<file path="config.mk">
export PLATFORM = sky130hd
export DESIGN_NAME = bavg_round
export DESIGN_NICKNAME = d
export VERILOG_FILES = /design/src/rtl/bavg_pkg.sv /design/src/rtl/bavg_round.sv
export SDC_FILE = /design/constraint.sdc
export NUM_CORES = 1
export LEC_CHECK = 0
export ABC_CLOCK_PERIOD_IN_PS = 800
export BUFFER_PORTS_ARGS = -buffer_cell sky130_fd_sc_hd__buf_2
export CAP_MARGIN = 20
export CORE_MARGIN = 2
export CORE_UTILIZATION = 46
export DETAILED_ROUTE_END_ITERATION = 8
export GPL_TIMING_DRIVEN = 0
export PLACE_DENSITY = 0.67
export SYNTH_ARGS = -nofsm -noshare
export SYNTH_HDL_FRONTEND = slang
export SYNTH_SLANG_ARGS = --single-unit
</file>
<file path="constraint.sdc">
create_clock -name clk_i -period 0.8 [get_ports clk_i]
set_clock_uncertainty 0.1 [all_clocks]
set_input_delay 0.12 -clock clk_i [delete_from_list [all_inputs] [get_ports clk_i]]
set_output_delay 0.12 -clock clk_i [all_outputs]
set_load 0.01 [all_outputs]
</file>
<file path="src/rtl/bavg_pkg.sv">
// ----------------------------------------------------------------------------
// bavg_pkg
// shared types, constants and reciprocal tables of the block average downscaler
// ----------------------------------------------------------------------------
`default_nettype none

package bavg_pkg;

  localparam int unsigned MAX_LINE_PIXELS = 8192;
  localparam int unsigned BIN_DEPTH       = MAX_LINE_PIXELS / 2;
  localparam int unsigned BIN_AW          = $clog2(BIN_DEPTH);
  localparam int unsigned SUM_W           = 14;
  localparam int unsigned COL_W           = 13;
  localparam int unsigned LINE_W          = 14;
  localparam int unsigned PIX_W           = 8;
  localparam int unsigned FACTOR_W        = 4;
  localparam int unsigned RECIP_W         = 19;

  // configuration register indexes
  localparam logic CFG_LINE_PIXELS = 1'b0;
  localparam logic CFG_FACTOR      = 1'b1;

  localparam logic [LINE_W-1:0]   LINE_RESET   = LINE_W'(1024);
  localparam logic [LINE_W-1:0]   LINE_MAX     = LINE_W'(MAX_LINE_PIXELS);
  localparam logic [FACTOR_W-1:0] FACTOR_RESET = FACTOR_W'(1);
  localparam logic [FACTOR_W-1:0] FACTOR_MAX   = FACTOR_W'(8);

  // request toward the line store: one pixel that falls into a whole bin
  typedef struct packed {
    logic [BIN_AW-1:0]   bin;
    logic [PIX_W-1:0]    pixel;
    logic                first;
    logic                emit;
    logic                last;
    logic [FACTOR_W-1:0] factor;
    logic [5:0]          half_sq;
  } bin_req_t;

  // finished block sum on its way to the rounding divider
  typedef struct packed {
    logic [SUM_W-1:0]    sum;
    logic                last;
    logic [FACTOR_W-1:0] factor;
    logic [5:0]          half_sq;
  } blk_sum_t;

  // ceil(2^19 / f), exact quotient for any 14-bit numerator
  function automatic logic [RECIP_W-1:0] recip_factor(input logic [FACTOR_W-1:0] f);
    logic [RECIP_W-1:0] m;
    unique case (f)
      4'd2:    m = RECIP_W'(262144);
      4'd3:    m = RECIP_W'(174763);
      4'd4:    m = RECIP_W'(131072);
      4'd5:    m = RECIP_W'(104858);
      4'd6:    m = RECIP_W'(87382);
      4'd7:    m = RECIP_W'(74899);
      4'd8:    m = RECIP_W'(65536);
      default: m = '0;
    endcase
    return m;
  endfunction

  // ceil(2^20 / f^2), exact quotient for any 15-bit numerator
  function automatic logic [RECIP_W-1:0] recip_square(input logic [FACTOR_W-1:0] f);
    logic [RECIP_W-1:0] m;
    unique case (f)
      4'd2:    m = RECIP_W'(262144);
      4'd3:    m = RECIP_W'(116509);
      4'd4:    m = RECIP_W'(65536);
      4'd5:    m = RECIP_W'(41944);
      4'd6:    m = RECIP_W'(29128);
      4'd7:    m = RECIP_W'(21400);
      4'd8:    m = RECIP_W'(16384);
      default: m = '0;
    endcase
    return m;
  endfunction

endpackage

`default_nettype wire

</file>
<file path="src/rtl/bavg_round.sv">
// ----------------------------------------------------------------------------
// bavg_round
// rounded division of a block sum by factor squared, output register
// ----------------------------------------------------------------------------
`default_nettype none

module bavg_round import bavg_pkg::*; (
  input  wire logic             clk_i,
  input  wire logic             rst_ni,
  input  wire logic             advance_i,
  input  wire logic             sum_valid_i,
  input  wire blk_sum_t         sum_i,
  output logic                  out_valid_o,
  output logic      [PIX_W-1:0] average_o,
  output logic                  line_end_o
);

  logic [SUM_W:0]  num;
  logic [33:0]     prod;
  logic            valid_q;
  logic [PIX_W-1:0] avg_q;
  logic            line_end_q;

  // multiply by reciprocal of f^2, exact for this numerator range
  assign num  = (SUM_W+1)'(sum_i.sum) + (SUM_W+1)'(sum_i.half_sq);
  assign prod = 34'(num) * 34'(recip_square(sum_i.factor));

  always_ff @(posedge clk_i or negedge rst_ni) begin
    if (!rst_ni) begin
      valid_q <= 1'b0;
    end else if (advance_i) begin
      valid_q <= sum_valid_i;
    end
  end

  always_ff @(posedge clk_i) begin
    if (advance_i && sum_valid_i) begin
      avg_q      <= prod[27:20];
      line_end_q <= sum_i.last;
    end
  end

  assign out_valid_o = valid_q;
  assign average_o   = avg_q;
  assign line_end_o  = line_end_q;

endmodule

`default_nettype wire

</file>
# Word level (Yosys, flattened, before mapping)
# Cells that the tools add are included.
[word_totals]
in_bits = 29
elab_cells = 14
ff_bits = 10
output_inout_bits = 10
[op_classes]
reduce_logical = 1
n_eq_ne = 7
add_sub_neg = 1
muxes = 1
mul = 1
[ops]
columns = ["operator", "count"]
rows = [
  ["19-bit one-hot mux with 7 select lines", 1],
  ["15-bit by 19-bit multiplier with 28-bit output", 1],
  ["4-bit by 3-bit == test with 1-bit output, second input constant", 4],
  ["14-bit by 6-bit adder with 15-bit output", 1],
  ["4-bit by 2-bit == test with 1-bit output, second input constant", 2],
  ["4-bit == test, second input constant", 1],
  ["1-bit logical AND", 1],
]

# Depth between registers and ports, before layout
[logic_depth]
word_depth = 3
ltp_mapped = 32
depth_no_buf = 31

# Worst setup path after synthesis
# OpenSTA, ideal clock, no wires.
[synth_timing]
kind = "input port to flip-flop"
from = "input port sum_i[0] in the netlist's numbering"
to = "register avg_q[6] (netlist: average_o[6]) (data pin)"
setup_slack_ps = -6475
n_path_buf = 1
setup_time_ps = 258
required_ps = 442
cell_stages = 30
arrival_time_ps = 6917
path_cell_list = "ha_1 inv_1 fa_1 nor2b_4 o31a_1 o21a_1 or2_2 clkbuf_1 and3_1 xnor2_2 nor2_1 inv_1 fa_1 fa_1 inv_1 fa_1 fa_1 fa_1 inv_1 fa_1 inv_1 ha_1 a21o_1 a21o_1 a21oi_1 o21ai_0 a22o_1 or3_1 a21oi_1 xnor2_1"
[synth_between]
elab_chain_len = 2
[synth_rtl]
columns = ["element", "line", "source"]
rows = [
  ["from (decl)", "bavg_round.sv:12", "input wire blk_sum_t sum_i,"],
  ["14-bit by 6-bit adder with 15-bit output", "bavg_round.sv:25", "assign num = (SUM_W+1)'(sum_i.sum) + (SUM_W+1)'(sum_i.half_sq);"],
  ["15-bit by 19-bit multiplier with 28-bit output", "bavg_round.sv:26", "assign prod = 34'(num) * 34'(recip_square(sum_i.factor));"],
  ["named net prod[26]", "bavg_round.sv:19", "logic [33:0] prod;"],
  ["to (signal assigned)", "bavg_round.sv:38", "avg_q <= prod[27:20];"],
  ["to (decl)", "bavg_round.sv:21", "logic [PIX_W-1:0] avg_q;"],
]
# The timed path passes the listed nets, and every way through them passes these cells.
# A chain may end at the register's enable or synchronous reset.

# Worst setup path in the final report
[layout_timing]
from = "input port sum_i[11] in the netlist's numbering"
to = "register avg_q[2] (netlist: average_o[2]) (data pin)"
# The elaborated chain is that of the path after synthesis.

==> flow_summary.toml <==
[detailed_routing]
via_count = 5754
drc = 0
ant_nets = 0
finalWirelength_um = 19080
drtIter0Drc = 389
first_pass_iters = 5
vias_per_cell = 5.115
wl_per_cell_um = 16.96

[global_route]
gr-usage-all-layers = 0.2373
grt_max_degree = 11
grt_antenna_before_repair = 3
grt_pass1_wl_um = 30880
gr-total-overflow = 0
top_usage_layer = "met2"
global_route.usage.met1 = 0.3297
grt_use_met3 = 0.05904
grt_pass1_vias = 6053
grtUsageMet2 = 0.3767

[timing]
min_period_ns = 6.861
hold_viol_final = 1
post-route-period-util = 8.577
fmax_ghz = 0.1457
setup_viol_count_final = 19
worstMarginPinSlew_ns = 0.8717
finalMaxSlewViolations = 0
finalWorstSetupSlack_ns = -6.061
rsz0062_at_grt = "true"
hold-worst-slack_ns = -0.03752
max_slew_margin = 0.4144

[worst_setup_path]
required_ns = 0.68
startpoint_type = "primary input"
endpoint_kind = "flop"
cp_data_arrival_time_ns = 6.74
path_common_cell = "fa_2"
path_buf_inv = 6
critical_path.max_stage_delay_ns = 0.61
crit_type = "primary input to flop"
crit_family = "adder cells"
cp_slowest_cell = "fa_2"
crit_fanout = 5

[cells_and_area]
fin_cells = 1125
design_area_mm2 = 0.008950
layout.nets = 1202
mostFrequentLayoutCells = "inv_1 (224), fa_1 (144), ha_1 (98)"
area_growth_pct = 21.65
final_util = 0.5675
final_common_cell = "inv_1"
final_layout_size_suffix_gt1_frac = 0.2203

[synth]
synth.area.mux_share = 0.003061
synth_xor_area_frac = 0.04592
ys_seq_area_frac = 0.04014
ys_ff_latch = 10
netlist_area_mm2 = 0.007357
synth-simple-area-share = 0.1310
synth_fp_nets = 1117
avgSynthCellArea_um2 = 8.928
syn_inst = 824
synth_cell_types = 52
synth_top_family_by_area = "adder cells"
synth_compound_area_frac = 0.05119
yosys.area_share.adder = 0.6020
yosysWarnings = 0

[cts]
cts_max_level = 1
root_buffer = "clkbuf_16"
clk_pin_slew_ns = 0.04
clock_sinks = 10
cts_buffers = 3
cts_tree = "built"
clk_path_buf_depth = 2
clock_latency_ns = 0.23
cts_hold_buf = 1

[die]
io_pins = 39
dieArea_mm2 = 0.01702
start_util = 0.4665
die_w_um = 130.5
rows = 46
die_h_um = 130.5
fp.coreArea_mm2 = 0.01577

[status]
violations = "hold timing, setup timing"
status = "finished with violations"

[pwr]
finalPower_uw = 11590
vdd_ir_drop_max_uv = 1660
powerDensity_mw_per_mm2 = 1295
p_leak_uw = 0.004736

[placement]
numPortBuffers = 38
dpl-instance-area_mm2 = 0.007966
place_hpwl_um = 16060
gp_congestion = 0.9723
placedCellCount = 1079

[job]
maxCapViolations = 0

[hold_path]
hold_path_class = "primary input to flop"
-- cell usage after synthesis, drive strengths merged --
| cell | n | area share |
|---|---|---|
| xor2 | 9 | 0.012 |
| o31ai | 2 | 0.0027 |
| nor4 | 2 | 0.0026 |
| o31a | 1 | 0.0012 |
| fa | 150 | 0.41 |
| o21ai | 8 | 0.0070 |
| nand4bb | 1 | 0.0015 |
| dfrtp | 1 | 0.0034 |
| nor2b | 6 | 0.0061 |
| mux2 | 2 | 0.0031 |
| o211ai | 1 | 0.0010 |
| buf | 2 | 0.0012 |
| clkbuf | 8 | 0.0041 |
| nor3b | 2 | 0.0020 |
| nand3 | 6 | 0.0041 |
| nand3b | 2 | 0.0020 |
| a31oi | 1 | 0.00085 |
| o211a | 1 | 0.0014 |
| ha | 114 | 0.19 |
| edfxtp | 9 | 0.037 |
| a21boi | 1 | 0.0010 |
| or2 | 8 | 0.0068 |
| inv | 238 | 0.12 |
| xnor3 | 2 | 0.0061 |
| nand2b | 11 | 0.0094 |
| xnor2 | 21 | 0.028 |
| o22ai | 3 | 0.0026 |
| o21a | 6 | 0.0061 |
| or3 | 2 | 0.0017 |
| a211o | 1 | 0.0012 |
| a41oi | 1 | 0.0012 |
| a21o | 10 | 0.010 |
| a22o | 1 | 0.0012 |
| a21oi | 18 | 0.012 |
| and3 | 2 | 0.0017 |
| nand4 | 7 | 0.0060 |
| o2111ai | 1 | 0.0012 |
| and2 | 4 | 0.0034 |
| nor2 | 103 | 0.053 |
| nor3 | 10 | 0.0068 |
| or4 | 1 | 0.0010 |
| nand2 | 45 | 0.023 |
-- metrics by stage --
step                worst slack [ns]  TNS [ns]
floorplan                     -6.185    -48.19
global placement              -7.125    -56.23
detailed placement            -7.202    -56.70
CTS                           -6.085    -49.03
global route                  -6.307    -50.67
finish                        -6.061    -48.72
-- sequential cells by signal, indices dropped and copies added, names as in the netlist --
name / cells
average_o: 8
line_end_o: 1
out_valid_o: 1
-- kinds of logic (layout without fill, tap and decap cells) --
group	Yosys count	in the layout
adders and majority gates	264	264
buffers and inverters	248	332
and+or+nand+nor	212	212
AOI/OAI and AO/OA	56	56
xor gates and xnor gates	32	32
DFF	10	10
muxes	2	2
other	0	1
-- power breakdown --
group / internal [uW] / switching [uW] / total, uW / leakage [uW]
Combinational: 4430 / 5460 / 9890 / 0.00460
Clock: 668 / 238 / 906 / 0.0000382
Sequential: 765 / 30.4 / 796 / 0.0000931
-- layer usage --
layer	routed length [um]	part of all wire
met5	0	0
met4	577	0.030
met3	1725	0.090
met2	8826	0.46
met1	7951	0.42
-- final cells by class --
type	instances	area [um^2]
Fill cell	1424	6820
Multi-Input combinational cell	566	6784
Inverter	238	893.4
Timing Repair Buffer	82	586.8
Sequential cell	10	295.3
Tap cell	216	270.3
Clock buffer	4	78.83
Buffer	8	38.79
Antenna cell	1	2.502
-- path summary, 6_finish.rpt --
path | start | end | slack [ns] | cells past startpoint
max reg2reg | out_valid_o | out_valid_o | -0.04 | 1
min reg2reg | out_valid_o | out_valid_o | 0.41 | 1
max | sum_i[11] | average_o[2] | -6.06 | 29
min | sum_i[10] | line_end_o | -0.04 | 1
min in group asynchronous | rst_ni | out_valid_o | 0.08 | 2
max in group asynchronous | rst_ni | out_valid_o | 0.44 | 2
-- what timing repair did --
item	in CTS	in global routing
endpoints found under the hold margin	2	1
setup endpoints to repair	19	19
gates resized for setup	80	34
buffers inserted	35	11
pin swaps	69	44
cloned	0	0
No activity file was read; power rests on OpenSTA's default activity.
