`src/rtl/bavg_pkg.sv`:
```
// ----------------------------------------------------------------------------
// bavg_pkg
// shared types, constants and reciprocal tables of the block average downscaler
// ----------------------------------------------------------------------------
`default_nettype none

package bavg_pkg;

  localparam int unsigned MAX_LINE_PIXELS = 8192;
  localparam int unsigned BIN_DEPTH       = MAX_LINE_PIXELS / 2;
  localparam int unsigned BIN_AW          = $clog2(BIN_DEPTH);
  localparam int unsigned SUM_W           = 14;
  localparam int unsigned COL_W           = 13;
  localparam int unsigned LINE_W          = 14;
  localparam int unsigned PIX_W           = 8;
  localparam int unsigned FACTOR_W        = 4;
  localparam int unsigned RECIP_W         = 19;

  // configuration register indexes
  localparam logic CFG_LINE_PIXELS = 1'b0;
  localparam logic CFG_FACTOR      = 1'b1;

  localparam logic [LINE_W-1:0]   LINE_RESET   = LINE_W'(1024);
  localparam logic [LINE_W-1:0]   LINE_MAX     = LINE_W'(MAX_LINE_PIXELS);
  localparam logic [FACTOR_W-1:0] FACTOR_RESET = FACTOR_W'(1);
  localparam logic [FACTOR_W-1:0] FACTOR_MAX   = FACTOR_W'(8);

  // request toward the line store: one pixel that falls into a whole bin
  typedef struct packed {
    logic [BIN_AW-1:0]   bin;
    logic [PIX_W-1:0]    pixel;
    logic                first;
    logic                emit;
    logic                last;
    logic [FACTOR_W-1:0] factor;
    logic [5:0]          half_sq;
  } bin_req_t;

  // finished block sum on its way to the rounding divider
  typedef struct packed {
    logic [SUM_W-1:0]    sum;
    logic                last;
    logic [FACTOR_W-1:0] factor;
    logic [5:0]          half_sq;
  } blk_sum_t;

  // ceil(2^19 / f), exact quotient for any 14-bit numerator
  function automatic logic [RECIP_W-1:0] recip_factor(input logic [FACTOR_W-1:0] f);
    logic [RECIP_W-1:0] m;
    unique case (f)
      4'd2:    m = RECIP_W'(262144);
      4'd3:    m = RECIP_W'(174763);
      4'd4:    m = RECIP_W'(131072);
      4'd5:    m = RECIP_W'(104858);
      4'd6:    m = RECIP_W'(87382);
      4'd7:    m = RECIP_W'(74899);
      4'd8:    m = RECIP_W'(65536);
      default: m = '0;
    endcase
    return m;
  endfunction

  // ceil(2^20 / f^2), exact quotient for any 15-bit numerator
  function automatic logic [RECIP_W-1:0] recip_square(input logic [FACTOR_W-1:0] f);
    logic [RECIP_W-1:0] m;
    unique case (f)
      4'd2:    m = RECIP_W'(262144);
      4'd3:    m = RECIP_W'(116509);
      4'd4:    m = RECIP_W'(65536);
      4'd5:    m = RECIP_W'(41944);
      4'd6:    m = RECIP_W'(29128);
      4'd7:    m = RECIP_W'(21400);
      4'd8:    m = RECIP_W'(16384);
      default: m = '0;
    endcase
    return m;
  endfunction

endpackage

`default_nettype wire

```
`src/rtl/bavg_locate.sv`:
```
// ----------------------------------------------------------------------------
// bavg_locate
// column and line counters, bin and sub-column split, store read address
// ----------------------------------------------------------------------------
`default_nettype none

module bavg_locate import bavg_pkg::*; (
  input  wire logic                clk_i,
  input  wire logic                rst_ni,
  input  wire logic                accept_i,
  input  wire logic                advance_i,
  input  wire logic [PIX_W-1:0]    pixel_i,
  input  wire logic                frame_start_i,
  input  wire logic [LINE_W-1:0]   line_pixels_i,
  input  wire logic [FACTOR_W-1:0] factor_i,
  output logic      [BIN_AW-1:0]   rd_addr_o,
  output logic                     req_valid_o,
  output bin_req_t                 req_o
);

  logic [COL_W-1:0]    column_q, column_d;
  logic [2:0]          lig_q, lig_d;
  logic [COL_W-1:0]    col_cur;
  logic [2:0]          lig_cur;
  logic [FACTOR_W-1:0] f_eff;
  logic [LINE_W-1:0]   lp_eff;
  logic [31:0]         prod_d;

  logic                s1_valid_q;
  logic [31:0]         s1_prod_q;
  logic [COL_W-1:0]    s1_col_q;
  logic [2:0]          s1_lig_q;
  logic [PIX_W-1:0]    s1_pix_q;
  logic [FACTOR_W-1:0] s1_f_q;
  logic [LINE_W-1:0]   s1_lp_q;

  logic [BIN_AW-1:0]   bin;
  logic [15:0]         bin_f_full;
  logic [COL_W-1:0]    bin_f;
  logic [COL_W-1:0]    sub_full;
  logic [2:0]          sub;
  logic [LINE_W:0]     end_one;
  logic [LINE_W:0]     end_two;
  logic                hit;
  logic [FACTOR_W-1:0] f_m1;
  logic [7:0]          sq;
  bin_req_t            req_d;
  logic                req_valid_q;
  bin_req_t            req_q;

  // effective settings
  always_comb begin
    f_eff = (factor_i > FACTOR_MAX) ? FACTOR_MAX : factor_i;
    if (line_pixels_i == '0) begin
      lp_eff = LINE_W'(1);
    end else if (line_pixels_i > LINE_MAX) begin
      lp_eff = LINE_MAX;
    end else begin
      lp_eff = line_pixels_i;
    end
  end

  // counter advance at the accepted pixel
  always_comb begin
    col_cur  = frame_start_i ? '0 : column_q;
    lig_cur  = frame_start_i ? '0 : lig_q;
    prod_d   = 32'(col_cur) * 32'(recip_factor(f_eff));
    column_d = col_cur + COL_W'(1);
    lig_d    = lig_cur;
    if ((LINE_W'(col_cur) + LINE_W'(1)) >= lp_eff) begin
      column_d = '0;
      if (f_eff >= FACTOR_W'(2) && ({1'b0, lig_cur} + FACTOR_W'(1)) < f_eff) begin
        lig_d = lig_cur + 3'd1;
      end else begin
        lig_d = '0;
      end
    end
  end

  always_ff @(posedge clk_i or negedge rst_ni) begin
    if (!rst_ni) begin
      column_q   <= '0;
      lig_q      <= '0;
      s1_valid_q <= 1'b0;
    end else begin
      if (accept_i) begin
        column_q <= column_d;
        lig_q    <= lig_d;
      end
      if (advance_i) begin
        s1_valid_q <= accept_i;
      end
    end
  end

  always_ff @(posedge clk_i) begin
    if (accept_i) begin
      s1_prod_q <= prod_d;
      s1_col_q  <= col_cur;
      s1_lig_q  <= lig_cur;
      s1_pix_q  <= pixel_i;
      s1_f_q    <= f_eff;
      s1_lp_q   <= lp_eff;
    end
  end

  // bin = column / f, sub = column % f
  always_comb begin
    bin        = s1_prod_q[30:19];
    bin_f_full = 16'(bin) * 16'(s1_f_q);
    bin_f      = bin_f_full[COL_W-1:0];
    sub_full   = s1_col_q - bin_f;
    sub        = sub_full[2:0];
    end_one    = (LINE_W+1)'(bin_f) + (LINE_W+1)'(s1_f_q);
    end_two    = end_one + (LINE_W+1)'(s1_f_q);
    hit        = (s1_f_q >= FACTOR_W'(2)) && (end_one <= {1'b0, s1_lp_q});
    f_m1       = s1_f_q - FACTOR_W'(1);
    sq         = 8'(s1_f_q) * 8'(s1_f_q);

    req_d.bin     = bin;
    req_d.pixel   = s1_pix_q;
    req_d.first   = (s1_lig_q == 3'd0) && (sub == 3'd0);
    req_d.emit    = ({1'b0, s1_lig_q} == f_m1) && ({1'b0, sub} == f_m1);
    // partial bin at line end is never hit, so the next whole bin does not fit
    req_d.last    = end_two > {1'b0, s1_lp_q};
    req_d.factor  = s1_f_q;
    req_d.half_sq = sq[6:1];
  end

  assign rd_addr_o = bin;

  always_ff @(posedge clk_i or negedge rst_ni) begin
    if (!rst_ni) begin
      req_valid_q <= 1'b0;
    end else if (advance_i) begin
      req_valid_q <= s1_valid_q && hit;
    end
  end

  always_ff @(posedge clk_i) begin
    if (advance_i) begin
      req_q <= req_d;
    end
  end

  assign req_valid_o = req_valid_q;
  assign req_o       = req_q;

endmodule

`default_nettype wire

```
`config.mk`:
```
export PLATFORM = sky130hd
export DESIGN_NAME = bavg_locate
export DESIGN_NICKNAME = d
export VERILOG_FILES = /design/src/rtl/bavg_pkg.sv /design/src/rtl/bavg_locate.sv
export SDC_FILE = /design/constraint.sdc
export NUM_CORES = 1
export LEC_CHECK = 0
export BUFFER_PORTS_ARGS = -buffer_cell sky130_fd_sc_hd__buf_2
export CORE_MARGIN = 2
export CORE_UTILIZATION = 58
export DETAILED_ROUTE_END_ITERATION = 12
export MAX_ROUTING_LAYER = met4
export PLACE_DENSITY = 0.88
export SETUP_SLACK_MARGIN = 0.5
export SLEW_MARGIN = 20
export SYNTH_ARGS = -nofsm -noshare
export SYNTH_HDL_FRONTEND = slang
export SYNTH_SLANG_ARGS = --single-unit
export TNS_END_PERCENT = 50
```
`constraint.sdc`:
```
create_clock -name clk_i -period 5.8 [get_ports clk_i]
set_input_delay 0 -clock clk_i [delete_from_list [all_inputs] [get_ports clk_i]]
set_output_delay 0 -clock clk_i [all_outputs]
set_load 0.005 [all_outputs]
```
# Yosys cells after proc, flatten, opt, wreduce, memory -nomap -nowiden
# Cells that the tools add are included.
# op_classes
n_shift,0
muxes,9
multipliers,3
eq_ne,9
div,0
n_bitwise,0
order_cmp,8
reduce_logical,8
add_sub_neg,8
# ops
operator,n
$pmux 19 s7,1
$mul 13x19->31,1
$mux 14,2
$mux 13,2
$eq 4x3->1 const B,4
$add 14x4->15,1
$gt 15x14->1,1
$add 13x1->14 const B,1
$add 13x4->14,1
$ge 14x14->1,1
$gt 14x14->1 const B,1
$le 14x14->1,1
$logic_not 14->1,1
$add 13x1->13 const B,1
$mul 12x4->13,1
$mux 3,3
$eq 3x4->1,2
$eq 4x2->1 const B,2
$ge 4x2->1 const B,2
$mul 4x4->7,1
$logic_not 3->1,2
$logic_and 1x1->1,5
$add 3x1->4 const B,1
$eq 4x4->1 const B,1
6 further kinds,6
# word_totals
memories,0
out_inout_bits,46
mem_bits_rw,0
reg_bits,114
latchBits,0
mem_bits_ro,0
inputBits,31
wordCells,62

# Longest topological paths before layout
# Gate-level depths: netlist of run 1.
# depth
word_depth,6
ltp_mapped,26
mapped_depth_nobuf,24

# Worst setup path after synthesis of run 1
# Ideal clock, no wire load.
# synth_timing
path_kind,input to register
from,in factor_i[0]
to,reg s1_prod_q[30] (data pin)
setup_time_ps,260
t_arrival_ps,5852
path_buffers,2
stages,25
required_ps,5540
setup_slack_ps,-311
path_cell_list,clkbuf_1 -> nor2b_1 -> nand2_1 -> clkbuf_1 -> nor2_1 -> inv_1 -> nor2_1 -> inv_1 -> fa_1 -> inv_1 -> fa_1 -> fa_1 -> fa_1 -> inv_1 -> fa_1 -> inv_1 -> ha_1 -> a2111oi_0 -> o21ai_0 -> a22o_1 -> a31oi_2 -> o21ai_2 -> a31o_2 -> a31oi_1 -> xnor2_1
# synth_via
elab_chain_cells,5
word_cells_on_any_way,11
classes_between,mul (1); order compare (1); eq/ne (7); mux (2)
# synth_lines
element,line,rtl
"start, declared",bavg_locate.sv:15,"input wire logic [FACTOR_W-1:0] factor_i,"
$gt 4x4->1,bavg_locate.sv:53,f_eff = (factor_i > FACTOR_MAX) ? FACTOR_MAX : factor_i;
$mux 4 *,bavg_locate.sv:53,
via f_eff[0],bavg_locate.sv:25,logic [FACTOR_W-1:0] f_eff;
$eq 4x4->1 (tied with other cells),bavg_pkg.sv:50,unique case (f)
$pmux 19 s7 *,bavg_pkg.sv:50,
$mul 13x19->31 *,bavg_locate.sv:67,prod_d = 32'(col_cur) * 32'(recip_factor(f_eff));
via prod_d[30],bavg_locate.sv:27,logic [31:0] prod_d;
"end signal, assigned",bavg_locate.sv:98,s1_prod_q <= prod_d;
"end, declared",bavg_locate.sv:30,logic [31:0] s1_prod_q;
# The timed path passes the listed nets; every way through them passes the cells marked *.
# A chain may end at the register's enable or synchronous reset.

# Worst setup path in the final report of run 1
# layout_timing
from,reg column_q[10]
to,reg s1_prod_q[28] (data pin)
# layout_via
elab_chain_cells,2
# layout_lines
element,line,rtl
"start, declared",bavg_locate.sv:21,"logic [COL_W-1:0] column_q, column_d;"
"start signal, assigned",bavg_locate.sv:87,column_q <= column_d;
$mux 13,bavg_locate.sv:65,col_cur = frame_start_i ? '0 : column_q;
$mul 13x19->31,bavg_locate.sv:67,
via prod_d[28],bavg_locate.sv:27,
# The timed path passes the listed nets, and every way through them passes these cells.

==> results of run 1 <==
## how the worst max path moves through the flow
stage / from / endpoint / slack (ps) / cells past startpoint
global route: column_q[2] / s1_prod_q[28] / -7 / 21
CTS: s1_prod_q[21] / req_o[10] / 270 / 21
global placement: factor_i[3] / s1_prod_q[30] / 90 / 23
detailed placement: factor_i[3] / s1_prod_q[28] / -40 / 24
floorplan: factor_i[1] / s1_prod_q[28] / 500 / 25
finish: column_q[10] / s1_prod_q[28] / 130 / 17
## critical path: cells and delay by family (launching register included)
kind                       cells  cell delay, ps
adders and majority gates      6            2830
buffers and inverters          1             190
xor gates and xnor gates       1             170
AOI/OAI and AO/OA              7            1260
and+or+nand+nor                2             530
DFF                            1             400
## area by class of cell
class	instances	area (um^2)	area share (%)
Clock buffer	10	250.2	1.461
Inverter	332	1250	7.298
Timing Repair Buffer	248	1892	11.05
Sequential cell	94	2734	15.96
Multi-Input combinational cell	1005	10540	61.57
Tap cell	319	399.1	2.331
Clock inverter	6	57.56	0.3361
## through the flow
| step | cells | hold WS, ps |
|---|---|---|
| 2_1_floorplan | 1482 | -295.6 |
| 4_1_cts | 1972 | 1.092 |
| 6_report | 2014 | 23.51 |
| 3_5_place_dp | 1912 | -5.183 |
| 3_3_place_gp | 1912 | -10.75 |
| 5_1_grt | 2014 | 15.91 |
## registers in the layout, summed over array words and instances (netlist names)
| register | flops |
|---|---|
| column_q | 13 |
| lig_q | 3 |
| req_o | 32 |
| req_valid_o | 1 |
| s1_col_q | 3 |
| s1_f_q | 4 |
| s1_lig_q | 3 |
| s1_lp_q | 14 |
| s1_pix_q | 8 |
| s1_prod_q | 12 |
| s1_valid_q | 1 |
## logic make-up after synthesis
group           share of synthesized area (%)
flops                                   19.65
mux                                    0.2250
buf+inv                                 10.71
xor+xnor                                4.022
fa+ha+maj                               42.81
simple gates                            14.75
other cells                           0.02697
compound gates                          7.802
## timing repair
item,4_1_cts,5_1_grt
setup endpoints to repair,13,14
pin swaps,51,84
resized for setup,78,106
gates cloned,2,1
endpoints found under the hold margin,35,0
hold buffers,18,0
setup buffers,24,41
## layout by cell type (no fill, tap or decap), types with 21 or more instances in the layout
cell / synthesis / routed
buf_2: 2 / 75
a21oi_1: 38 / 30
nand3_1: 24 / 23
xnor2_1: 42 / 38
fa_1: 205 / 189
inv_2: 0 / 34
nand2_2: 1 / 21
ha_1: 147 / 132
and2_1: 31 / 29
buf_4: 13 / 138
nor2_1: 115 / 78
inv_1: 329 / 294
nor2_4: 0 / 27
edfxtp_1: 76 / 76
nand2_1: 143 / 120
## power by group through the flow
stage               Clock, W  Combinational, W  Sequential (W)
finish              0.000645           0.00121        0.000810
global route        0.000665           0.00128        0.000813
CTS                 0.000637          0.000974        0.000807
detailed placement         0          0.000918        0.000821
global placement           0          0.000863        0.000819
floorplan                  0          0.000667        0.000816
## per-layer routing
layer  track usage (%)  wire [um]  up-vias  share of wire [%]
li1                  -          -     5099                  -
met1             41.76      16410     5831                 36
met2             59.75      22360      771                 49
met3             5.904       3933      259                8.6
met4             14.10       2841        0                6.2
met5                 -          0        -                  0
==> results.md, run 1 <==
- WHS Endpoint: s1_f_q[0]
- # DRC: 0
- Core ar.: 23470 um^2
- Most frequent cell on the critical path: fa_1
- Worst R2R End: s1_prod_q[28]
- Critical-path cell list: nand2b_1, nor2_1, buf_4, fa_1, fa_1, fa_1, fa_1, fa_1, ha_1, a21o_1, a21o_1, a21o_1, a21oi_1, o21ai_2, a31oi_2, o21bai_1, xor2_1
- Netlist Area Pre-Place: between 10000 and 15000 um^2
- # IOs: 77
- Leakage: 8.602 nW
- Setup TNS: 0 ps
- Slowest CP cell: fa_1
- Cell internal pwr: 0.001624 W
- WL/cell: 22.62 um
- DP Area: approximately 15000 um^2
- Final setup violation count: 0
- Detailed Place HPWL: 32.85 mm
- Sequential Power Share: 30.4%
- PnR worst setup slack: 128.9 ps
- Yosys warning count: 0
- Most common cell in the netlist: inv_1
- Clock tree buffer depth: 2
- Synth cell count leaders: inv_1 (329), fa_1 (205), ha_1 (147), nand2_1 (143), nor2_1 (115)
- Main synth FF type: edfxtp_1
- GRT overflow: 0
- Setup Skew: 17.35 ps
- Area Overhead vs Synth: 23.17%
- CTS root buf: clkbuf_16
- Syn avg cell area: between 9 and 10 um^2
- Port bufs: 75
- First-pass DRT Iterations: 5
- Post-layout util: between 70% and 80%
- Ant diodes: 0
- Yosys cell types: 82
- Final period utilization: 97.78%
- DR vias: 11960
- Ratio of cells with drive above 1 in the final layout: between 20% and 30%
- Net Sw Frac: 39.03%
- Post-synth top area cell: fa_1
- Normalized max-slew margin: approximately 34%
- All-Layer GR Usage: a little over a third
- Yosys top cell area share: 29.51%
- Reg2reg path depth: 17
- Row count: 56
- Synth area leaders: fa_1 (30%), edfxtp_1 (16%), ha_1 (13%), inv_1 (8.9%), nand2_1 (3.9%)
- First-pass GRT wire length: 66.37 mm
- Mapped Cells: approximately 1500
- Die H: 158.8 um
- Routed Antenna Nets: 0
- CTS tree: done
- Fin. Hold Viols: 0
- Post-place setup slack: -42.17 ps
- Initial antenna violation count: 0
- CP peak stage delay: 530 ps
- Clock Latency Late Sink: 370 ps
- Cts bufs inserted: 9
- Power Total: 0.002663 W
- Chip width: between 150 and 200 um
- Critical path class: reg -> reg
- GPL Wtd Cong: 1.045
- Gate power share: between 40% and 50%
- Filler cells: 1542
- Clk pwr share: about a quarter
- Die area: approximately 25000 um^2
- Max FO, Critical Path: 6
- Net count, final: 2073
- Vias in the first global route: 12350
- Largest net degree at the start of global routing: 63
- H-tree levels: 3
- Slew at the pin with the worst max-slew slack: 987.8 ps
- Starting density of the core: 59.24%
- Worst-path clk slew: 80 ps
- Reg-to-Reg Start: column_q[10]
- Worst endpoint required time: 5890 ps
- Sequential element share of the synthesized area: 19.65%
- Final critical-path required period: 5671 ps
- Max Fclk: 176.3 MHz
- Async S/R FF share, synth: roughly a fifth
- EDFF count, synth: 76
- Run status: complete, no violations
- Hold Crit Depth: 2
- Worst hold path class: in -> reg
- R2r setup slk: 130 ps
- CP endpoint kind: register
- Initial drt markers: 1146
- Vias per cell: 5.938
- Crit path DAT: 5760 ps
- Net Count, Synth: 1865
- Max-Cap Viols: 0
- Worst vdd ir: 0.1876 mV
- CTS Sinks: 94
- Hold Crit Start: factor_i[3]
- Crit path launch type: register
- Yosys reg bits: 94
- Routed wire length: around 46 mm
- Fin. max-slew vios: 0
- Post-route cell area: 17130 um^2
- PD cells: 155.5 nW/um^2
- Net switching power: 0.001039 W
- RSZ-0062 raised after global routing: true
Power figures use the tool's default switching activity.
==> inputs of run 2 (changes only) <==
--- a/config.mk
+++ b/config.mk
@@ -5,12 +5,14 @@
 export SDC_FILE = /design/constraint.sdc
 export NUM_CORES = 1
 export LEC_CHECK = 0
+export ABC_AREA = 1
 export BUFFER_PORTS_ARGS = -buffer_cell sky130_fd_sc_hd__buf_2
 export CORE_MARGIN = 2
 export CORE_UTILIZATION = 58
 export DETAILED_ROUTE_END_ITERATION = 12
 export MAX_ROUTING_LAYER = met4
 export PLACE_DENSITY = 0.88
+export RECOVER_POWER = 25
 export SETUP_SLACK_MARGIN = 0.5
 export SLEW_MARGIN = 20
 export SYNTH_ARGS = -nofsm -noshare
==> run 2 against run 1 <==
Effect of this change: the run now ends with capacitance limit, slew limit left; critical path depth up 10; synthesized cell count up 24%; via count up 12%; clock power down 12%; combinational power down 12%; clock skew down 8.6 ps; worst hold slack worse by 0.69 ps; register-to-register slack better by 370 ps; largest power group unchanged.
==> results.md, run 2 <==
- Run status: finished, violations left
- Failing checks: capacitance limit, slew limit
- H-tree levels: 3 (unchanged)
- Critical path class: in -> reg
- Max-Cap Viols: 1 (+1)
- Most frequent cell on the critical path: fa_1
- Clk pwr share: 23.2% (-1.0 points)
- Slowest CP cell: fa_1
- Syn avg cell area: 8.059 um^2 (-14%)
- Initial drt markers: 1023 (-11%)
- Synth cell count leaders: inv_1 (472), nand2_1 (353), fa_1 (205), nor2_1 (183), ha_1 (147)
- DR vias: 13420 (+12%)
- All-Layer GR Usage: 35.32% (+0.20 points)
- GPL Wtd Cong: 1.006 (-3.8%)
- Starting density of the core: 59.02% (-0.21 points)
- Die area: 26850 um^2 (+6.4%)
- Main combinational cell family by area after synthesis: adder cells
- Core ar.: 25110 um^2 (+7.0%)
- Clock Latency Late Sink: 350 ps (-20 ps)
- Synth area leaders: fa_1 (28%), edfxtp_1 (15%), ha_1 (12%), inv_1 (12%), nand2_1 (8.9%)
- Chip width: 163.9 um (+3.2%)
- Ratio of cells with drive above 1 in the final layout: 25.90% (-0.59 points)
- Crit path launch type: input port
- Slew at the pin with the worst max-slew slack: 2031 ps (+1043 ps)
- Filler cells: 1822 (+18%)
- First-pass DRT Iterations: 5 (unchanged)
- Yosys reg bits: 94 (unchanged)
- Power Total: 0.002438 W (-8.4%)
- Synth Area in Adders: 40.10% (-2.7 points)
- Post-synthesis mux area share: 0% (-0.22 points)
- Post-place setup slack: -113.0 ps (-70.78 ps)
- Worst-path clk slew: 70 ps (about the same)
- Post-layout util: 73.69% (+0.73 points)
- Vias in the first global route: 13610 (+10%)
- Leakage: 9.640 nW (+12%)
- Simple-Gate Fraction of Synth Area: 19.64% (+4.9 points)
- Vias per cell: 5.497 (-7.4%)
- Largest net degree at the start of global routing: 78 (+24%)
- First-pass GRT wire length: 69.75 mm (+5.1%)
- WL/cell: 18.81 um (-17%)
- Sequential Power Share: 33.0% (+2.6 points)
- Final period utilization: 93.51% (-4.3 points)
- Yosys cell types: 55 (-33%)
- Gate power share: 43.7% (-1.7 points)
- Main synth FF type: edfxtp_1
- Hold Crit Depth: 3 (+1)
- Net switching power: 0.0009583 W (-7.8%)
- Sequential element share of the synthesized area: 18.44% (-1.2 points)
- Setup Skew: 8.778 ps (-8.572 ps)
- Final critical-path required period: 5424 ps (-247.4 ps)
- Net count, final: 2486 (+20%)
- Fin. Hold Viols: 0 (unchanged)
- CP peak stage delay: 590 ps (+60 ps)
- Async S/R FF share, synth: 19.15% (unchanged)
- CP endpoint kind: register
- RSZ-0062 raised after global routing: true
- Reg2reg path depth: 22 (+5)
- Initial antenna violation count: 3 (+3)
- Die H: 163.9 um (+3.2%)
- GRT overflow: 0 (unchanged)
- Post-synth top area cell: fa_1
- Net Count, Synth: 2222 (+19%)
- EDFF count, synth: 76 (unchanged)
- Routed wire length: 45.91 mm (+0.78%)
- Port bufs: 75 (unchanged)
- Max FO, Critical Path: 12 (+6)
- PD cells: 131.8 nW/um^2 (-15%)
- Most common cell in the netlist: inv_1
- PnR worst setup slack: 376.3 ps (+247.4 ps)
- Setup TNS: 0 ps (unchanged)
- Fin. max-slew vios: 36 (+36)
- DP Cell Count: 2329 (+22%)
- Most frequent cells in the layout: inv_1 (430), nand2_1 (327), fa_1 (191)
- Normalized max-slew margin: -35.40% (-69 points)
- Crit path DAT: 5540 ps (-220 ps)
- # IOs: 77 (unchanged)
- Most common cell after layout, fill and taps aside: inv_1
- CTS tree: done
- Worst vdd ir: 0.1680 mV (-10%)
- Detailed Place HPWL: 36.18 mm (+10%)
- CTS root buf: clkbuf_16
- Row count: 58 (+3.6%)
- Netlist Area Pre-Place: 14820 um^2 (+6.6%)
- Worst hold path class: in -> reg
- Cell internal pwr: 0.001480 W (-8.8%)
- Cts bufs inserted: 9 (unchanged)
- Area fraction in compound gates after synthesis: 5.665% (-2.1 points)
- Yosys top cell area share: 27.69% (-1.8 points)
- Max reg flops: 32 (unchanged)
- Clock tree buffer depth: 2 (unchanged)
- Net Sw Frac: 39.30% (+0.27 points)
- Area Overhead vs Synth: 24.85%
- CTS Sinks: 94 (unchanged)
- # DRC: 0 (unchanged)
- Final setup violation count: 0 (unchanged)
- Worst endpoint required time: 5910 ps (+20 ps)
- Mapped Cells: 1839 (+24%)
- Routed Antenna Nets: 0 (unchanged)
- Synth Area in XOR/XNOR: 2.237% (-1.8 points)
- Max Fclk: 184.4 MHz (+4.6%)
- Yosys warning count: 0 (unchanged)
- Final Non-Filler Cells: 2441 (+21%)
run 2: routing by layer:
metal	vias up	track usage, %	wire, um
li1	6109	-	-
met1	6516	41.58	17160
met2	619	58.31	22510
met3	174	7.525	3783
met4	0	16.23	2453
met5	-	-	0
run 2: cell families after synthesis:
logic type / count (synthesis)
AO/OA/AOI/OAI: 145
XOR/XNOR: 37
adder cells (fa/ha/maj): 352
buffers and inverters: 528
flip-flops: 94
other: 1
AND/OR/NAND/NOR: 682
run 2: power by group through the flow:
stage,registers [W],clock network [W],logic [W]
after floorplan,0.000814,0,0.000653
after global placement,0.000814,0,0.000861
after detailed placement,0.000817,0,0.000904
after CTS,0.000803,0.000571,0.000959
after global routing,0.000809,0.000592,0.00118
final,0.000805,0.000567,0.00107
run 2: repair_timing:
action | in CTS | in global routing
endpoints found under the hold margin | 39 | 0
resized for setup | 126 | 185
setup buffers | 29 | 40
pin swaps | 39 | 123
endpoints found under the setup margin | 13 | 13
hold buffers | 22 | 0
cloned | 2 | 0
run 2: worst max-delay path: cells and delay by family:
family / cells / cell delay (ps)
adders and majority gates: 6 / 2910
AOI/OAI and AO/OA: 2 / 510
buffers and inverters: 10 / 1330
and+or+nand+nor: 9 / 770
run 2: worst paths after layout:
path | endpoint | startpoint | slack [ps]
worst max-delay path | s1_prod_q[23] | factor_i[3] | 380
worst min-delay path | s1_lp_q[1] | line_pixels_i[1] | 20
worst max register to register | s1_prod_q[23] | column_q[5] | 500
worst min register to register | req_o[17] | s1_pix_q[4] | 420
max in group asynchronous | column_q[6] | rst_ni | 4800
min in group asynchronous | column_q[9] | rst_ni | 360
run 2: layout make-up:
cell class	instances	area, um^2	share of cell area [%]
Sequential cell	94	2733	14.77
Clock buffer	10	229.0	1.237
Tap cell	330	412.9	2.232
Clock inverter	6	46.29	0.2502
Multi-Input combinational cell	1217	11050	59.70
Inverter	491	1884	10.18
Timing Repair Buffer	288	2130	11.51
Timing Repair inverter	2	13.76	0.07438
Antenna cell	3	7.507	0.04057
run 2: metrics by stage:
step | area, um^2 | hold slack [ps]
2_1_floorplan | 14850 | -295.6
6_report | 18500 | 22.82
3_3_place_gp | 16340 | -38.27
5_1_grt | 18500 | 21.88
4_1_cts | 17580 | 7.860
3_5_place_dp | 16340 | -27.46
==> inputs of run 3 (changes only) <==
--- a/config.mk
+++ b/config.mk
@@ -6,12 +6,12 @@
 export NUM_CORES = 1
 export LEC_CHECK = 0
 export ABC_AREA = 1
-export BUFFER_PORTS_ARGS = -buffer_cell sky130_fd_sc_hd__buf_2
 export CORE_MARGIN = 2
-export CORE_UTILIZATION = 58
+export CORE_UTILIZATION = 55
 export DETAILED_ROUTE_END_ITERATION = 12
+export DONT_BUFFER_PORTS = 1
 export MAX_ROUTING_LAYER = met4
-export PLACE_DENSITY = 0.88
+export PLACE_DENSITY = 0.79
 export RECOVER_POWER = 25
 export SETUP_SLACK_MARGIN = 0.5
 export SLEW_MARGIN = 20
==> constraint.sdc (replaced) <==
create_clock -name clk_i -period 5 [get_ports clk_i]
set_input_delay 0 -clock clk_i [delete_from_list [all_inputs] [get_ports clk_i]]
set_output_delay 0 -clock clk_i [all_outputs]
set_load 0.005 [all_outputs]
==> run 3 against run 2 <==
Effect of this change: worst setup slack got worse by 580 ps; critical path type is now reg -> reg; worst hold slack improved by 22 ps; routed wire length down 0.10%; largest power group unchanged; critical path depth fell by 1; the flow finishes with violations (capacitance limit, slew limit, setup timing); die area rose by 5.3%; sequential cell count did not move.
==> results.md, run 3 (synthesis results as in run 2) <==
- Worst endpoint required time: 5090 ps (-820 ps)
- Final critical-path required period: 5206 ps
- Starting density of the core: 55.45% (-3.6 points)
- Die area: 28280 um^2 (+5.3%)
- # DRC: 0 (unchanged)
- Failing checks: capacitance limit, slew limit, setup timing
- Vias in the first global route: 13750 (+1.0%)
- CTS tree: done
- Vias per cell: 5.370 (-2.3%)
- Detailed Place HPWL: 36.90 mm (+2.0%)
- Chip width: 168.2 um (+2.6%)
- Crit path DAT: 5300 ps (-240 ps)
- H-tree levels: 3 (unchanged)
- PD cells: 154.7 nW/um^2 (+17%)
- PnR worst setup slack: -205.7 ps (-582.0 ps)
- # IOs: 77 (unchanged)
- Clock Latency Late Sink: 360 ps (about the same)
- Worst-path clk slew: 80 ps (about the same)
- Most common cell after layout, fill and taps aside: inv_1
- Post-route cell area: 18790 um^2 (+1.5%)
- Crit path launch type: register
- Ant diodes: 0 (-3)
- Run status: finished, violations left
- Max reg flops: 32 (unchanged)
- Hold Crit Start: frame_start_i
- Worst R2R End: s1_prod_q[30]
- First-pass DRT Iterations: 5 (unchanged)
- Worst hold path class: in -> reg
- GRT overflow: 0 (unchanged)
- Clock tree buffer depth: 2 (unchanged)
- DR vias: 13070 (-2.6%)
- Fin. Hold Viols: 0 (unchanged)
- DP Cell Count: 2344 (+0.64%)
- First-pass GRT wire length: 72.80 mm (+4.4%)
- Initial drt markers: 939 (-8.2%)
- Fin. max-slew vios: 78 (+120%)
- Largest net degree at the start of global routing: 78 (unchanged)
- Ratio of cells with drive above 1 in the final layout: 26.39% (+0.48 points)
- Initial antenna violation count: 0 (-3)
- Final setup violation count: 13 (+13)
- R2r setup slk: -210 ps (-710 ps)
- Final period utilization: 104.1%
- Power Total: 0.002907 W (+19%)
- Hold Crit Depth: 3 (unchanged)
- Max FO, Critical Path: 6 (-6)
- Net count, final: 2470 (-0.64%)
- Reg-to-Reg Start: column_q[3]
- RSZ-0062 raised after global routing: true
- WL/cell: 18.85 um (+0.23%)
- CTS root buf: clkbuf_16
- Port bufs: 0 (-100%)
- Most frequent cells in the layout: inv_1 (424), nand2_1 (319), buf_4 (219)
- WHS Endpoint: s1_lig_q[0]
- Setup TNS: -1642 ps (-1642 ps)
- Die H: 168.2 um (+2.6%)
- Final Non-Filler Cells: 2433 (-0.33%)
- Max-Cap Viols: 1 (unchanged)
- Reg2reg path depth: 26 (+18%)
- DP Area: 17030 um^2 (+4.2%)
- Row count: 60 (+3.4%)
- Cts bufs inserted: 9 (unchanged)
- Core ar.: 26730 um^2 (+6.4%)
- CTS Sinks: 94 (unchanged)
- CP endpoint kind: register
- Routed Antenna Nets: 0 (unchanged)
- Normalized max-slew margin: -161.1% (-130 points)
- Area Overhead vs Synth: 26.75%
- All-Layer GR Usage: 34.83% (-0.49 points)
- Worst vdd ir: 0.1642 mV (-2.3%)
- Leakage: 9.633 nW (about the same)
- Routed wire length: 45.86 mm (-0.10%)
- Filler cells: 2029 (+11%)
- Slew at the pin with the worst max-slew slack: 3916 ps (+1885 ps)
- GPL Wtd Cong: 1.034 (+2.8%)
- Setup Skew: 14.88 ps (+6.106 ps)
- Max Fclk: just under 200 MHz
- Critical path class: reg -> reg
-- run 3: changes by cell type in the layout (fill, tap and decap cells not counted), moves of 8 or more --
cell	before	now
buf_2	71	0
buf_4	169	219
inv_2	48	57
nand2_1	327	319
nand2_2	28	36
nor2_1	117	109
nor2_4	42	51
-- run 3: final cells by class --
cell class	count	area [um^2]	share of cell area, %
clock inverters	6	75.07	0.3996
well taps	341	426.7	2.271
flip-flops and latches	94	2733	14.55
repair inverters	1	8.758	0.04662
clock buffers	10	229.0	1.219
repair buffers	273	2262	12.04
multi-input cells	1217	11160	59.42
inverters	491	1889	10.06
-- run 3: timing repair --
item | in CTS | in global routing
endpoints found under the setup margin | 14 | 14
hold endpoints to repair | 139 | 1
gates cloned | 1 | 0
hold buffers | 30 | 1
pin swaps | 117 | 58
resized for setup | 139 | 90
buffers inserted | 29 | 12
-- run 3: per-stage QoR --
stage / worst slack [ps] / util (%) / hold WS (ps)
2_1_floorplan: -28.69 / - / -295.6
3_3_place_gp: -333.2 / 63.71 / -294.4
3_5_place_dp: -355.3 / 63.71 / -294.6
4_1_cts: -185.7 / 68.78 / 5.799
5_1_grt: -340.8 / 70.29 / 54.75
6_report: -205.7 / 70.29 / 44.83
-- run 3: worst max path at each step --
stage	start	endpoint	cells after the start	slack [ps]
global placement	column_q[2]	s1_prod_q[24]	22	-330
global route	column_q[3]	s1_prod_q[30]	27	-340
finish	column_q[3]	s1_prod_q[30]	26	-210
CTS	column_q[3]	s1_prod_q[26]	24	-190
floorplan	s1_f_q[1]	req_o[10]	28	-30
detailed placement	column_q[2]	s1_prod_q[24]	22	-360
-- run 3: where the power goes --
| part | total (W) | internal [W] | switching, W |
|---|---|---|---|
| Combinational | 0.00122 | 0.000475 | 0.000748 |
| Sequential | 0.000941 | 0.000909 | 0.0000319 |
| Clock | 0.000743 | 0.000398 | 0.000345 |
| Total | 0.00291 | 0.00178 | 0.00113 |
-- run 3: routing by layer --
layer,vias up,GRT usage (%),wire (um)
met4,0,16.04,2558
met5,-,-,0
met1,6315,41.96,17820
met2,522,58.91,22690
li1,6084,-,-
met3,144,4.302,2790
-- run 3: critical path, stage by stage, from the launching register on --
cell and delay (ps):
dfrtp_1 400, inv_2 100, nor2_4 50, clkinv_4 90
buf_4 120, buf_6 100, buf_6 100, nor2_4 30
fa_1 550, inv_2 50, fa_1 510, inv_2 40
fa_1 470, fa_1 520, inv_2 40, fa_1 490
inv_2 50, ha_4 300, nand2_4 70, nor2_2 160
inv_1 100, nor2_1 110, nand2_1 100, nand2_2 140
nand3_2 90, nand2_2 80, xnor2_1 70
